$ cat config.mk
export PLATFORM = sky130hd
export DESIGN_NAME = scan_disk_scheduler
export DESIGN_NICKNAME = d
export VERILOG_FILES = /design/src/rtl/sdsch_pkg.sv /design/src/rtl/sdsch_ctrl.sv /design/src/rtl/sdsch_dp.sv /design/src/rtl/scan_disk_scheduler.sv
export SDC_FILE = /design/constraint.sdc
export NUM_CORES = 2
export LEC_CHECK = 0
export BUFFER_PORTS_ARGS = -buffer_cell sky130_fd_sc_hd__buf_4
export CAP_MARGIN = 15
export CORE_ASPECT_RATIO = 0.7
export CORE_MARGIN = 3
export CORE_UTILIZATION = 59
export CTS_CLUSTER_DIAMETER = 150
export DETAILED_ROUTE_END_ITERATION = 7
export PLACE_DENSITY = 0.77
export SETUP_SLACK_MARGIN = 0.15
export SYNTH_ARGS = -nofsm -noshare
export SYNTH_HDL_FRONTEND = slang
export SYNTH_SLANG_ARGS = --single-unit
$ cat constraint.sdc
create_clock -name i_clk -period 12.3 [get_ports i_clk]
set_clock_uncertainty 0.2 [all_clocks]
set_input_delay 0.615 -clock i_clk [delete_from_list [all_inputs] [get_ports i_clk]]
set_output_delay 0.615 -clock i_clk [all_outputs]
set_load 0.005 [all_outputs]
$ cat src/rtl/sdsch_pkg.sv
package sdsch_pkg;

    localparam int MAX_REQUESTS = 16;
    localparam int POS_W        = 16;
    localparam int SUM_W        = 21;
    localparam int CNT_W        = $clog2(MAX_REQUESTS + 1);
    localparam int IDX_W        = (MAX_REQUESTS > 1) ? $clog2(MAX_REQUESTS) : 1;
    localparam int CFG_IDX_W    = 1;

    localparam logic [POS_W-1:0] DISK_END_RST   = POS_W'(199);
    localparam logic [POS_W-1:0] HEAD_START_RST = '0;

    typedef enum logic [CFG_IDX_W-1:0] {
        CFG_DISK_END   = 1'b0,
        CFG_HEAD_START = 1'b1
    } t_cfg_reg;

    typedef enum logic [1:0] {
        MV_NONE = 2'd0,
        MV_UP   = 2'd1,
        MV_END  = 2'd2,
        MV_DOWN = 2'd3
    } t_move;

    typedef struct packed {
        logic  insert;
        logic  split;
        t_move move;
        logic  last;
    } t_dp_cmd;

    typedef struct packed {
        logic out_free;
        logic up_done;
        logic split_zero;
        logic idx_zero;
    } t_dp_sts;

endpackage

$ cat src/rtl/sdsch_ctrl.sv
module sdsch_ctrl (
    input  logic               i_clk,
    input  logic               i_rst_n,
    input  logic               i_in_valid,
    input  logic               i_last_request,
    output logic               o_in_stall,
    input  sdsch_pkg::t_dp_sts i_sts,
    output sdsch_pkg::t_dp_cmd o_cmd
);

    typedef enum logic [1:0] {
        S_LOAD,
        S_SPLIT,
        S_UP,
        S_DOWN
    } t_state;

    t_state r_state, n_state;
    logic   r_in_stall, n_in_stall;
    logic   accept;

    assign accept     = i_in_valid && !r_in_stall;
    assign o_in_stall = r_in_stall;

    always_comb begin
        n_state      = r_state;
        n_in_stall   = r_in_stall;
        o_cmd.insert = 1'b0;
        o_cmd.split  = 1'b0;
        o_cmd.move   = sdsch_pkg::MV_NONE;
        o_cmd.last   = 1'b0;
        unique case (r_state)
            S_LOAD: begin
                if (accept) begin
                    o_cmd.insert = 1'b1;
                    if (i_last_request) begin
                        n_state    = S_SPLIT;
                        n_in_stall = 1'b1;
                    end
                end
            end
            S_SPLIT: begin
                o_cmd.split = 1'b1;
                n_state     = S_UP;
            end
            S_UP: begin
                if (i_sts.out_free) begin
                    if (i_sts.up_done) begin
                        o_cmd.move = sdsch_pkg::MV_END;
                        o_cmd.last = i_sts.split_zero;
                        if (i_sts.split_zero) begin
                            n_state    = S_LOAD;
                            n_in_stall = 1'b0;
                        end else begin
                            n_state = S_DOWN;
                        end
                    end else begin
                        o_cmd.move = sdsch_pkg::MV_UP;
                    end
                end
            end
            S_DOWN: begin
                if (i_sts.out_free) begin
                    o_cmd.move = sdsch_pkg::MV_DOWN;
                    o_cmd.last = i_sts.idx_zero;
                    if (i_sts.idx_zero) begin
                        n_state    = S_LOAD;
                        n_in_stall = 1'b0;
                    end
                end
            end
            default: begin
                n_state    = S_LOAD;
                n_in_stall = 1'b0;
            end
        endcase
    end

    always_ff @(posedge i_clk) begin
        if (!i_rst_n) begin
            r_state    <= S_LOAD;
            r_in_stall <= 1'b0;
        end else begin
            r_state    <= n_state;
            r_in_stall <= n_in_stall;
        end
    end

endmodule

$ cat src/rtl/sdsch_dp.sv
module sdsch_dp (
    input  logic                                   i_clk,
    input  logic                                   i_rst_n,
    input  logic                                   i_cfg_we,
    input  logic [sdsch_pkg::CFG_IDX_W-1:0]        i_cfg_idx,
    input  logic [sdsch_pkg::POS_W-1:0]            i_cfg_data,
    input  logic [sdsch_pkg::POS_W-1:0]            i_request_pos,
    input  sdsch_pkg::t_dp_cmd                     i_cmd,
    output sdsch_pkg::t_dp_sts                     o_sts,
    input  logic                                   i_out_stall,
    output logic                                   o_out_valid,
    output logic [sdsch_pkg::POS_W-1:0]            o_from_pos,
    output logic [sdsch_pkg::POS_W-1:0]            o_to_pos,
    output logic [sdsch_pkg::POS_W-1:0]            o_move_distance,
    output logic [sdsch_pkg::SUM_W-1:0]            o_total_seek,
    output logic                                   o_last_move
);

    localparam int N = sdsch_pkg::MAX_REQUESTS;

    logic [sdsch_pkg::POS_W-1:0] r_disk_end, r_head_start;
    logic [sdsch_pkg::POS_W-1:0] r_store [N];
    logic [sdsch_pkg::POS_W-1:0] n_store [N];
    logic [sdsch_pkg::CNT_W-1:0] r_cnt, r_idx, r_split, n_split;
    logic [sdsch_pkg::POS_W-1:0] r_head;
    logic [sdsch_pkg::SUM_W-1:0] r_sum;
    logic                        r_out_valid;
    logic [sdsch_pkg::POS_W-1:0] r_from, r_to, r_dist;
    logic [sdsch_pkg::SUM_W-1:0] r_seek;
    logic                        r_last;

    logic [N-1:0]                gt, lt;
    logic                        full;
    logic [sdsch_pkg::POS_W-1:0] rd, sat, to_val, move_len;
    logic [sdsch_pkg::SUM_W-1:0] sum_next;
    logic                        emit;

    assign full = (r_cnt == sdsch_pkg::CNT_W'(N));
    assign emit = (i_cmd.move != sdsch_pkg::MV_NONE);

    // Sorted insertion: entries above the new word shift up one slot.
    always_comb begin
        for (int i = 0; i < N; i++) begin
            gt[i] = (sdsch_pkg::CNT_W'(i) < r_cnt) && (r_store[i] > i_request_pos);
        end
        for (int i = 0; i < N; i++) begin
            n_store[i] = r_store[i];
            if (gt[i] || (sdsch_pkg::CNT_W'(i) == r_cnt)) begin
                if (i > 0 && gt[(i > 0) ? i - 1 : 0]) begin
                    n_store[i] = r_store[(i > 0) ? i - 1 : 0];
                end else begin
                    n_store[i] = i_request_pos;
                end
            end
        end
    end

    // Split point: requests that land below the head after clamping to the end.
    always_comb begin
        n_split = '0;
        for (int i = 0; i < N; i++) begin
            lt[i] = (sdsch_pkg::CNT_W'(i) < r_cnt)
                    && ((r_store[i] < r_head_start) || (r_disk_end < r_head_start));
        end
        for (int i = 0; i < N; i++) begin
            if (lt[i]) begin
                n_split = sdsch_pkg::CNT_W'(i + 1);
            end
        end
    end

    assign rd       = r_store[r_idx[sdsch_pkg::IDX_W-1:0]];
    assign sat      = (rd > r_disk_end) ? r_disk_end : rd;
    assign to_val   = (i_cmd.move == sdsch_pkg::MV_END) ? r_disk_end : sat;
    assign move_len = (to_val >= r_head) ? (to_val - r_head) : (r_head - to_val);
    assign sum_next = r_sum + sdsch_pkg::SUM_W'(move_len);

    always_ff @(posedge i_clk) begin
        if (!i_rst_n) begin
            r_disk_end   <= sdsch_pkg::DISK_END_RST;
            r_head_start <= sdsch_pkg::HEAD_START_RST;
            r_cnt        <= '0;
            r_sum        <= '0;
            r_head       <= '0;
            r_idx        <= '0;
            r_split      <= '0;
            r_out_valid  <= 1'b0;
        end else begin
            if (i_cfg_we) begin
                unique case (sdsch_pkg::t_cfg_reg'(i_cfg_idx))
                    sdsch_pkg::CFG_DISK_END:   r_disk_end   <= i_cfg_data;
                    sdsch_pkg::CFG_HEAD_START: r_head_start <= i_cfg_data;
                    default: ;
                endcase
            end
            if (i_cmd.insert && !full) begin
                r_cnt <= r_cnt + 1'b1;
            end
            if (i_cmd.split) begin
                r_split <= n_split;
                r_idx   <= n_split;
                r_head  <= r_head_start;
                r_sum   <= '0;
            end
            if (emit) begin
                r_head <= to_val;
                r_sum  <= sum_next;
                unique case (i_cmd.move)
                    sdsch_pkg::MV_UP:   r_idx <= r_idx + 1'b1;
                    sdsch_pkg::MV_END:  r_idx <= r_split - 1'b1;
                    sdsch_pkg::MV_DOWN: r_idx <= r_idx - 1'b1;
                    default: ;
                endcase
                if (i_cmd.last) begin
                    r_cnt <= '0;
                end
            end
            if (emit) begin
                r_out_valid <= 1'b1;
            end else if (!i_out_stall) begin
                r_out_valid <= 1'b0;
            end
        end
    end

    // Payload: request store and output word.
    always_ff @(posedge i_clk) begin
        if (i_cmd.insert && !full) begin
            for (int i = 0; i < N; i++) begin
                r_store[i] <= n_store[i];
            end
        end
        if (emit) begin
            r_from <= r_head;
            r_to   <= to_val;
            r_dist <= move_len;
            r_seek <= sum_next;
            r_last <= i_cmd.last;
        end
    end

    assign o_sts.out_free   = !r_out_valid || !i_out_stall;
    assign o_sts.up_done    = (r_idx == r_cnt);
    assign o_sts.split_zero = (r_split == '0);
    assign o_sts.idx_zero   = (r_idx == '0);

    assign o_out_valid     = r_out_valid;
    assign o_from_pos      = r_from;
    assign o_to_pos        = r_to;
    assign o_move_distance = r_dist;
    assign o_total_seek    = r_seek;
    assign o_last_move     = r_last;

    a_cnt_range: assert property (@(posedge i_clk) disable iff (!i_rst_n)
        r_cnt <= sdsch_pkg::CNT_W'(N))
        else $error("request count above store depth");

    a_emit_free: assert property (@(posedge i_clk) disable iff (!i_rst_n)
        emit |-> (!r_out_valid || !i_out_stall))
        else $error("move issued over a held output word");

    a_up_index: assert property (@(posedge i_clk) disable iff (!i_rst_n)
        (i_cmd.move == sdsch_pkg::MV_UP) |-> (r_idx < r_cnt))
        else $error("ascending read past stored requests");

    a_batch_clear: assert property (@(posedge i_clk) disable iff (!i_rst_n)
        (emit && i_cmd.last) |=> (r_cnt == '0))
        else $error("store not emptied after final move");

endmodule

$ cat src/rtl/scan_disk_scheduler.sv
// SCAN (elevator) disk scheduler for one batch of cylinder requests.
// Input channel: one word per request (request_pos, last_request), taken
// when i_in_valid is high and o_in_stall is low. Requests load at one per
// cycle into a 16-entry store kept sorted by insertion; a word past a full
// store is dropped, but its last_request flag still closes the batch.
// On the closing word the block raises o_in_stall, finds the split against
// head_start in a split state, then issues n+1 moves: ascending requests
// at or above the head, a sweep to disk_end, then the lower requests in
// descending order. Requests above disk_end are clamped to it.
// Output channel: one word per move (from, to, distance, running seek,
// last_move), held in an output register; a move leaves at one per cycle
// while i_out_stall is low, and i_out_stall simply holds the word and the
// sequencer. The input stays stalled from the closing word until the last
// move is issued, so the next batch loads only after this one is through;
// moves read the request store through its single read port. Write
// disk_end (index 0) and head_start (index 1) only while idle. Reset
// (synchronous, active low) empties the store, restores disk_end 199 and
// head_start 0, and drops any pending output word.
module scan_disk_scheduler (
    input  logic                            i_clk,
    input  logic                            i_rst_n,
    input  logic                            i_cfg_we,
    input  logic [sdsch_pkg::CFG_IDX_W-1:0] i_cfg_idx,
    input  logic [sdsch_pkg::POS_W-1:0]     i_cfg_data,
    input  logic                            i_in_valid,
    output logic                            o_in_stall,
    input  logic [sdsch_pkg::POS_W-1:0]     i_request_pos,
    input  logic                            i_last_request,
    output logic                            o_out_valid,
    input  logic                            i_out_stall,
    output logic [sdsch_pkg::POS_W-1:0]     o_from_pos,
    output logic [sdsch_pkg::POS_W-1:0]     o_to_pos,
    output logic [sdsch_pkg::POS_W-1:0]     o_move_distance,
    output logic [sdsch_pkg::SUM_W-1:0]     o_total_seek,
    output logic                            o_last_move
);

    sdsch_pkg::t_dp_cmd cmd;
    sdsch_pkg::t_dp_sts sts;

    // Sequence load, split and the three move phases.
    sdsch_ctrl u_ctrl (
        .i_clk          (i_clk),
        .i_rst_n        (i_rst_n),
        .i_in_valid     (i_in_valid),
        .i_last_request (i_last_request),
        .o_in_stall     (o_in_stall),
        .i_sts          (sts),
        .o_cmd          (cmd)
    );

    // Hold the sorted store, head position, seek total and output word.
    sdsch_dp u_dp (
        .i_clk           (i_clk),
        .i_rst_n         (i_rst_n),
        .i_cfg_we        (i_cfg_we),
        .i_cfg_idx       (i_cfg_idx),
        .i_cfg_data      (i_cfg_data),
        .i_request_pos   (i_request_pos),
        .i_cmd           (cmd),
        .o_sts           (sts),
        .i_out_stall     (i_out_stall),
        .o_out_valid     (o_out_valid),
        .o_from_pos      (o_from_pos),
        .o_to_pos        (o_to_pos),
        .o_move_distance (o_move_distance),
        .o_total_seek    (o_total_seek),
        .o_last_move     (o_last_move)
    );

endmodule
---- Word level (Yosys, flattened, before mapping) ----
Memories as Yosys holds them, arrays and structs flattened. A register that Yosys moved wholly into a read port is not among the register bits.
Index checks and enable logic that the tools add are counted.
cells by class
  eq/ne operators ......................... 31
  $mul .................................... 0
  divide/modulo/power cells ............... 0
  add/sub/neg operators ................... 7
  muxes and demuxes ....................... 89
  bitwise logic cells ..................... 1
  shifts and indexed selects .............. 0
  reductions and logical operators ........ 82
  magnitude comparators ................... 51
operator list
  kind                                                 number
  two-way mux 16 bit                                   36
  greater-than comparator 16 bit                       17
  < comparator 16 bit                                  17
  two-way mux 21 bit                                   2
  equality test 4 x 5 -> 1 bit (first input constant)  8
  < comparator 4 x 5 -> 1 bit (first input constant)   8
  two-way mux 4 bit                                    9
  logical AND 1 bit                                    34
  logical OR 1 bit                                     33
  subtractor 16 bit                                    2
  two-way mux 5 bit                                    6
  adder 21 x 16 -> 21 bit                              1
  equality test 3 x 5 -> 1 bit (first input constant)  4
  < comparator 3 x 5 -> 1 bit (first input constant)   4
  two-way mux 2 bit                                    10
  two-way mux 3 bit                                    6
  greater-or-equal comparator 16 bit                   1
  two-way mux 1 bit                                    16
  zero test 5 bit                                      3
  case mux 5 bit (3 select lines)                      1
  adder 5 x 1 -> 5 bit (second input constant)         2
  equality test 2 x 5 -> 1 bit (first input constant)  2
  < comparator 1 x 5 -> 1 bit (first input constant)   2
  < comparator 2 x 5 -> 1 bit (first input constant)   2
  19 further kinds                                     35
word-level totals
  RAM bits ................................ 256
  flip-flop bits (word level) ............. 158
  bits in latches ......................... 0
  memories kept ........................... 1
  word-level logic and storage cells ...... 277
  memory bits (read-only) ................. 0
memory list
  memory        depth  width  rd ports  clocked after Yosys merged registers in  wr ports  RTL line        RTL
  u_dp.r_store  16     16     17        1                                        16        sdsch_dp.sv:22  logic [sdsch_pkg::POS_W-1:0] r_store [N];

---- Logic depth before layout (Yosys ltp) ----
An unclocked memory read counts as a cell.
  depth in word-level cells ............... 24
  mapped depth ............................ 41

---- By module ----
From an unflattened synthesis, not the netlist that was laid out.
unflattened totals
  cells, all modules ...................... 3097
  area, all modules ....................... 33319.5 um^2
modules (own cells, without submodules)
  module      cells each  instances  seq. area each (um^2)  area each (um^2)
  sdsch_dp    3066        1          11491.0                33063.0
  sdsch_ctrl  31          1          60.1                   256.5

---- Worst setup path before layout ----
No wires, ideal clock.
  kind .................................... register to register
  start ................................... register u_dp.r_idx[0] (netlist name)
  end ..................................... register u_dp.r_sum[20] (netlist name)
  stages on the path, launching flop included .. 40
  required time ........................... 12030 ps
  arrival ................................. 8333 ps
  path buffers ............................ 6
  setup slack ............................. 3697 ps
  period minus slack after synthesis ...... 8603 ps
  library setup time ...................... 70 ps
  cell sequence ........................... dfxtp_1 -> clkbuf_1 -> buf_2 -> buf_2 -> mux4_2 -> mux4_2 -> ha_1 -> o21a_1 -> o21a_1 -> o21a_1 -> o21a_1 -> o21ai_0 -> a31oi_4 -> buf_8 -> mux2i_1 -> inv_1 -> ha_1 -> nor2b_1 -> (+4 left out) -> nor4_2 -> o21ai_1 -> a31oi_4 -> buf_12 -> mux2i_1 -> xor2_1 -> ha_1 -> a21o_1 -> a21oi_2 -> o211ai_2 -> nand2_2 -> o21ai_2 -> o21ai_2 -> o21a_4 -> or2_1 -> clkbuf_2 -> or4_1 -> a21oi_1
between the ends
  longest elaborated chain between the ends .. 10
RTL lines
  element                                                                  RTL line          RTL
  start: declaration                                                       sdsch_dp.sv:24    logic [sdsch_pkg::CNT_W-1:0] r_cnt, r_idx, r_split, n_split;
  start signal: assignment                                                 sdsch_dp.sv:101   r_idx <= n_split;
  start signal: assignment                                                 sdsch_dp.sv:109   sdsch_pkg::MV_UP: r_idx <= r_idx + 1'b1;
  start signal: assignment                                                 sdsch_dp.sv:110   sdsch_pkg::MV_END: r_idx <= r_split - 1'b1;
  equality test 5 bit (*)                                                  sdsch_dp.sv:143   assign o_sts.up_done = (r_idx == r_cnt);
  two-way mux 2 bit (*)                                                    sdsch_ctrl.sv:48  if (i_sts.up_done) begin
  two-way mux 3 bit (*)                                                    sdsch_ctrl.sv:47  if (i_sts.out_free) begin
  case mux 3 bit (2 select lines) (*)                                      sdsch_ctrl.sv:32  unique case (r_state)
  equality test 2 bit (*)                                                  sdsch_dp.sv:74    assign to_val = (i_cmd.move == sdsch_pkg::MV_END) ? r_disk_end : sat;
  two-way mux 16 bit (*)                                                   sdsch_dp.sv:74
  via u_dp.to_val, one bit                                                 sdsch_dp.sv:34    logic [sdsch_pkg::POS_W-1:0] rd, sat, to_val, move_len;
  subtractor 16 bit or greater-or-equal comparator 16 bit (tied branches)  sdsch_dp.sv:75    assign move_len = (to_val >= r_head) ? (to_val - r_head) : (r_head - to_val);
  two-way mux 16 bit (*)                                                   sdsch_dp.sv:75
  via u_dp.move_len, one bit                                               sdsch_dp.sv:34
  adder 21 x 16 -> 21 bit (*)                                              sdsch_dp.sv:76    assign sum_next = r_sum + sdsch_pkg::SUM_W'(move_len);
  two-way mux 21 bit (*)                                                   sdsch_dp.sv:105   if (emit) begin
  end signal: assignment                                                   sdsch_dp.sv:107   r_sum <= sum_next;
  end: declaration                                                         sdsch_dp.sv:26    logic [sdsch_pkg::SUM_W-1:0] r_sum;
The timed path passes the listed nets; every way through them passes the cells marked *.
A chain may end at the register's enable or synchronous reset.

---- Worst setup path in the final report ----
  start ................................... register u_dp.r_idx[0] (netlist name)
  end ..................................... register u_dp.r_sum[19] (netlist name)
The elaborated chain is that of the path after synthesis.

==> results_dict.tcl <==
set metrics [dict create \
    drtIter0Drc 4132 \
    fin_tns_setup_ns 0 \
    antenna_found_initial 4 \
    powerDensity_mw_per_mm2 126.2 \
    critPathMostFrequentCell "ha_1" \
    numCtsBuffers 45 \
    dieArea_mm2 0.05842 \
    maxCapViolCount 0 \
    htree_levels 2 \
    postCtsSetupBuffers 0 \
    ir_drop_v 0.0001009 \
    rsz0062_at_grt "false" \
    synth_mux_area_frac 0.1342 \
    period_minus_slack_ns 10.76 \
    synth_xor_area_frac 0.01203 \
    holdBufCountCts 0 \
    timing.rr.start "u_dp.r_idx[0]$_SDFF_PN0_" \
    syn_avg_cell_area_um2 10.81 \
    status "finished, final reports clean" \
    reg2reg_slack_ns 1.54 \
    routedWlPerCell_um 30.77 \
    r2r_end "u_dp.r_sum[19]$_SDFFE_PN0P_" \
    cp.arrival_ns 11.07 \
    overflow 0 \
    ys_types 81 \
    holdPathEnd "u_dp.r_disk_end[0]$_SDFFE_PN1P_" \
    clock_sinks 414 \
    worst_path_largest_cell_delay_ns 0.85 \
    ant_nets 0 \
    cts.path.max_buffers 3 \
    synth_simple_gate_area_share 0.1003 \
    io_buffer_count 110 \
    reg2regPathDepth 32 \
    cp-end-kind "flop" \
    setup_violations 0 \
    fmax_ghz 0.09297 \
    clkLatencyLatePin_ns 0.60 \
    drt-vias-per-instance 7.025 \
    worstSetupPathType "flop to flop" \
    synth_flop_cell "edfxtp_1" \
    ys_top_cells_by_area "edfxtp_1 (30%), ha_1 (22%), mux2_2 (7.2%)" \
    hpwlAfterDp_mm 92.54 \
    syn-cell-area_mm2 0.03275 \
    path_max_fanout 37 \
    min_period_over_period 0.8745 \
    post-route-drc-count 0 \
    ys_async_sr_fraction 0 \
    post_cts_resized 0 \
    syn_to_final_growth_pct 10.33 \
    drive_gt1_frac 0.1811 \
    first_global_vias 25730 \
    hold_depth 3 \
    grt_max_degree 70 \
    cts_root_buf "clkbuf_16" \
    path_clk_slew_ns 0.06 \
    worst_setup_path_start_kind "flop" \
    synth.top_cell.area_share 0.2989 \
    slew_headroom 0.1508 \
    core_area_mm2 0.05428 \
    hold_viol 0 \
    fin_nets 3772 \
    num_rows 71 \
    min_path_type "input pin to flop" \
    synthAdderAreaFrac 0.2248 \
    dr_total_vias 27480 \
    whs_ns 0.06282 \
    synth_top_family_by_area "adder cells" \
    grt_util_all_layers 0.4083 \
    syn_nets 3655 \
    die_w_um 287.6 \
    cp_data_required_time_ns 12.61 \
    netlist_instances 3030 \
    p_leak_uw 0.01457 \
    synth.largest_area_cell "edfxtp_1" \
    slew_violations 0 \
    die_h_um 203.1 \
    ys_warn_count 0 \
    initial_utilization 0.6034 \
    cts_tree "built" \
    place_congestion 1.035 \
    first_pass_iters 7 \
    wl_mm 120.4 \
    ios 111 \
    synth_seq_area_share 0.3527 \
    grt_pass1_wl_mm 175.4 \
    synth_compound_area_frac 0.1470 \
    worst_slew_pin_slew_ns 1.274 \
    worstHoldStart "i_cfg_data[0]" \
    synth-edff-count 326 \
    ys_ff_latch 414 \
    crit_path_top_delay_cell "dfxtp_4" \
]
==> synthesized netlist by cell type, drive strengths merged, types with 7 or more instances <==
cell,number
buf,38
nor4,8
nand2b,46
a211o,11
and2,9
a2111oi,11
mux2i,34
dfxtp,88
o221a,12
nor3,33
xor2,18
o211ai,21
or3,8
a21oi,237
a211oi,29
a31oi,29
o21bai,7
nand2,232
mux2,208
clkbuf,69
o21a,55
and3,10
edfxtp,326
mux4,76
ha,582
inv,125
and4,11
nor2b,44
nor2,120
a21o,109
xnor2,27
nand4,73
o21ai,180
o22ai,10
nand3,66
==> kinds of logic (layout without fill, tap and decap cells) <==
family                   after synthesis  after routing
AO/OA/AOI/OAI                        760            760
AND/OR/NAND/NOR                      674            674
adder cells (fa/ha/maj)              586            586
flip-flops                           414            414
multiplexers                         318            318
buffers and inverters                233            384
XOR/XNOR                              45             45
other                                  0              1
==> layout make-up <==
class                           count  area (um^2)
Antenna cell                        1        2.502
Multi-Input combinational cell   2383        20280
Fill cell                        4127        18140
Clock buffer                       52         1215
Sequential cell                   414        11560
Tap cell                          730        913.4
Clock inverter                     29        347.8
Inverter                          126        475.5
Timing Repair Buffer              177         1349
==> stage by stage <==
step	total power (uW)	setup WS, ns	cell area (um^2)	utilization	instances
after floorplan	2632	3.697	32750	-	3030
after global placement	3012	2.214	34540	0.6363	3826
after detailed placement	3057	1.955	34540	0.6363	3826
after CTS	4519	1.908	36100	0.6651	3907
after global routing	4730	1.126	36140	0.6658	3911
final	4562	1.544	36140	0.6658	3912
==> cell usage in the layout (no fill, tap or decap), types with 73 or more instances in the layout <==
cell type,count
ha_1,582
edfxtp_1,326
a21oi_1,234
nand2_1,230
mux2_2,208
buf_4,175
o21ai_0,163
inv_1,124
nor2_1,116
a21o_1,109
dfxtp_1,85
mux4_2,76
nand4_1,73
==> how the worst max path moves through the flow <==
stage               cells after the start  slack (ns)                startpoint                     endpoint
finish                                 32        1.54  u_dp.r_idx[0]$_SDFF_PN0_  u_dp.r_sum[19]$_SDFFE_PN0P_
global route                           33        1.13  u_dp.r_idx[0]$_SDFF_PN0_  u_dp.r_sum[20]$_SDFFE_PN0P_
CTS                                    32        1.91  u_dp.r_idx[0]$_SDFF_PN0_  u_dp.r_sum[19]$_SDFFE_PN0P_
detailed placement                     32        1.95  u_dp.r_idx[0]$_SDFF_PN0_  u_dp.r_sum[19]$_SDFFE_PN0P_
global placement                       31        2.21  u_dp.r_idx[0]$_SDFF_PN0_  u_dp.r_sum[20]$_SDFFE_PN0P_
floorplan                              39        3.70  u_dp.r_idx[0]$_SDFF_PN0_  u_dp.r_sum[20]$_SDFFE_PN0P_
==> worst max-delay path, delay by kind of cell (launching register included) <==
family                     cells  cell delay (ns)
muxes                          3             1.38
adders and majority gates      3             1.10
AOI/OAI and AO/OA             15             4.12
DFF                            1             0.85
and+or+nand+nor                9             2.26
xor gates and xnor gates       1             0.55
buffers and inverters          1             0.12
==> registers in the layout, summed over array words and instances (netlist names) <==
signal                count
u_ctrl.r_state            2
u_dp.r_split              5
u_dp.r_idx                5
u_dp.o_from_pos          16
u_dp.r_head_start        16
u_dp.o_last_move          1
u_dp.r_store            256
u_dp.r_disk_end          16
u_dp.o_total_seek        21
u_dp.o_to_pos            16
u_dp.r_sum               21
u_dp.r_cnt                5
u_ctrl.o_in_stall         1
u_dp.r_head              16
u_dp.o_move_distance     16
u_dp.o_out_valid          1
==> power by group <==
part / switching (uW) / internal (uW)
Clock: 618 / 857
Sequential: 63.8 / 1600
Combinational: 876 / 546
Total: 1560 / 3000
==> metal layers <==
metal	vias up	part of all wire	global-route usage
li1	11910	-	-
met1	13340	0.43	0.6223
met2	2030	0.37	0.5161
met3	200	0.18	0.1891
met4	6	0.023	0.09157
met5	-	0.00034	0
Power figures use the tool's default switching activity.
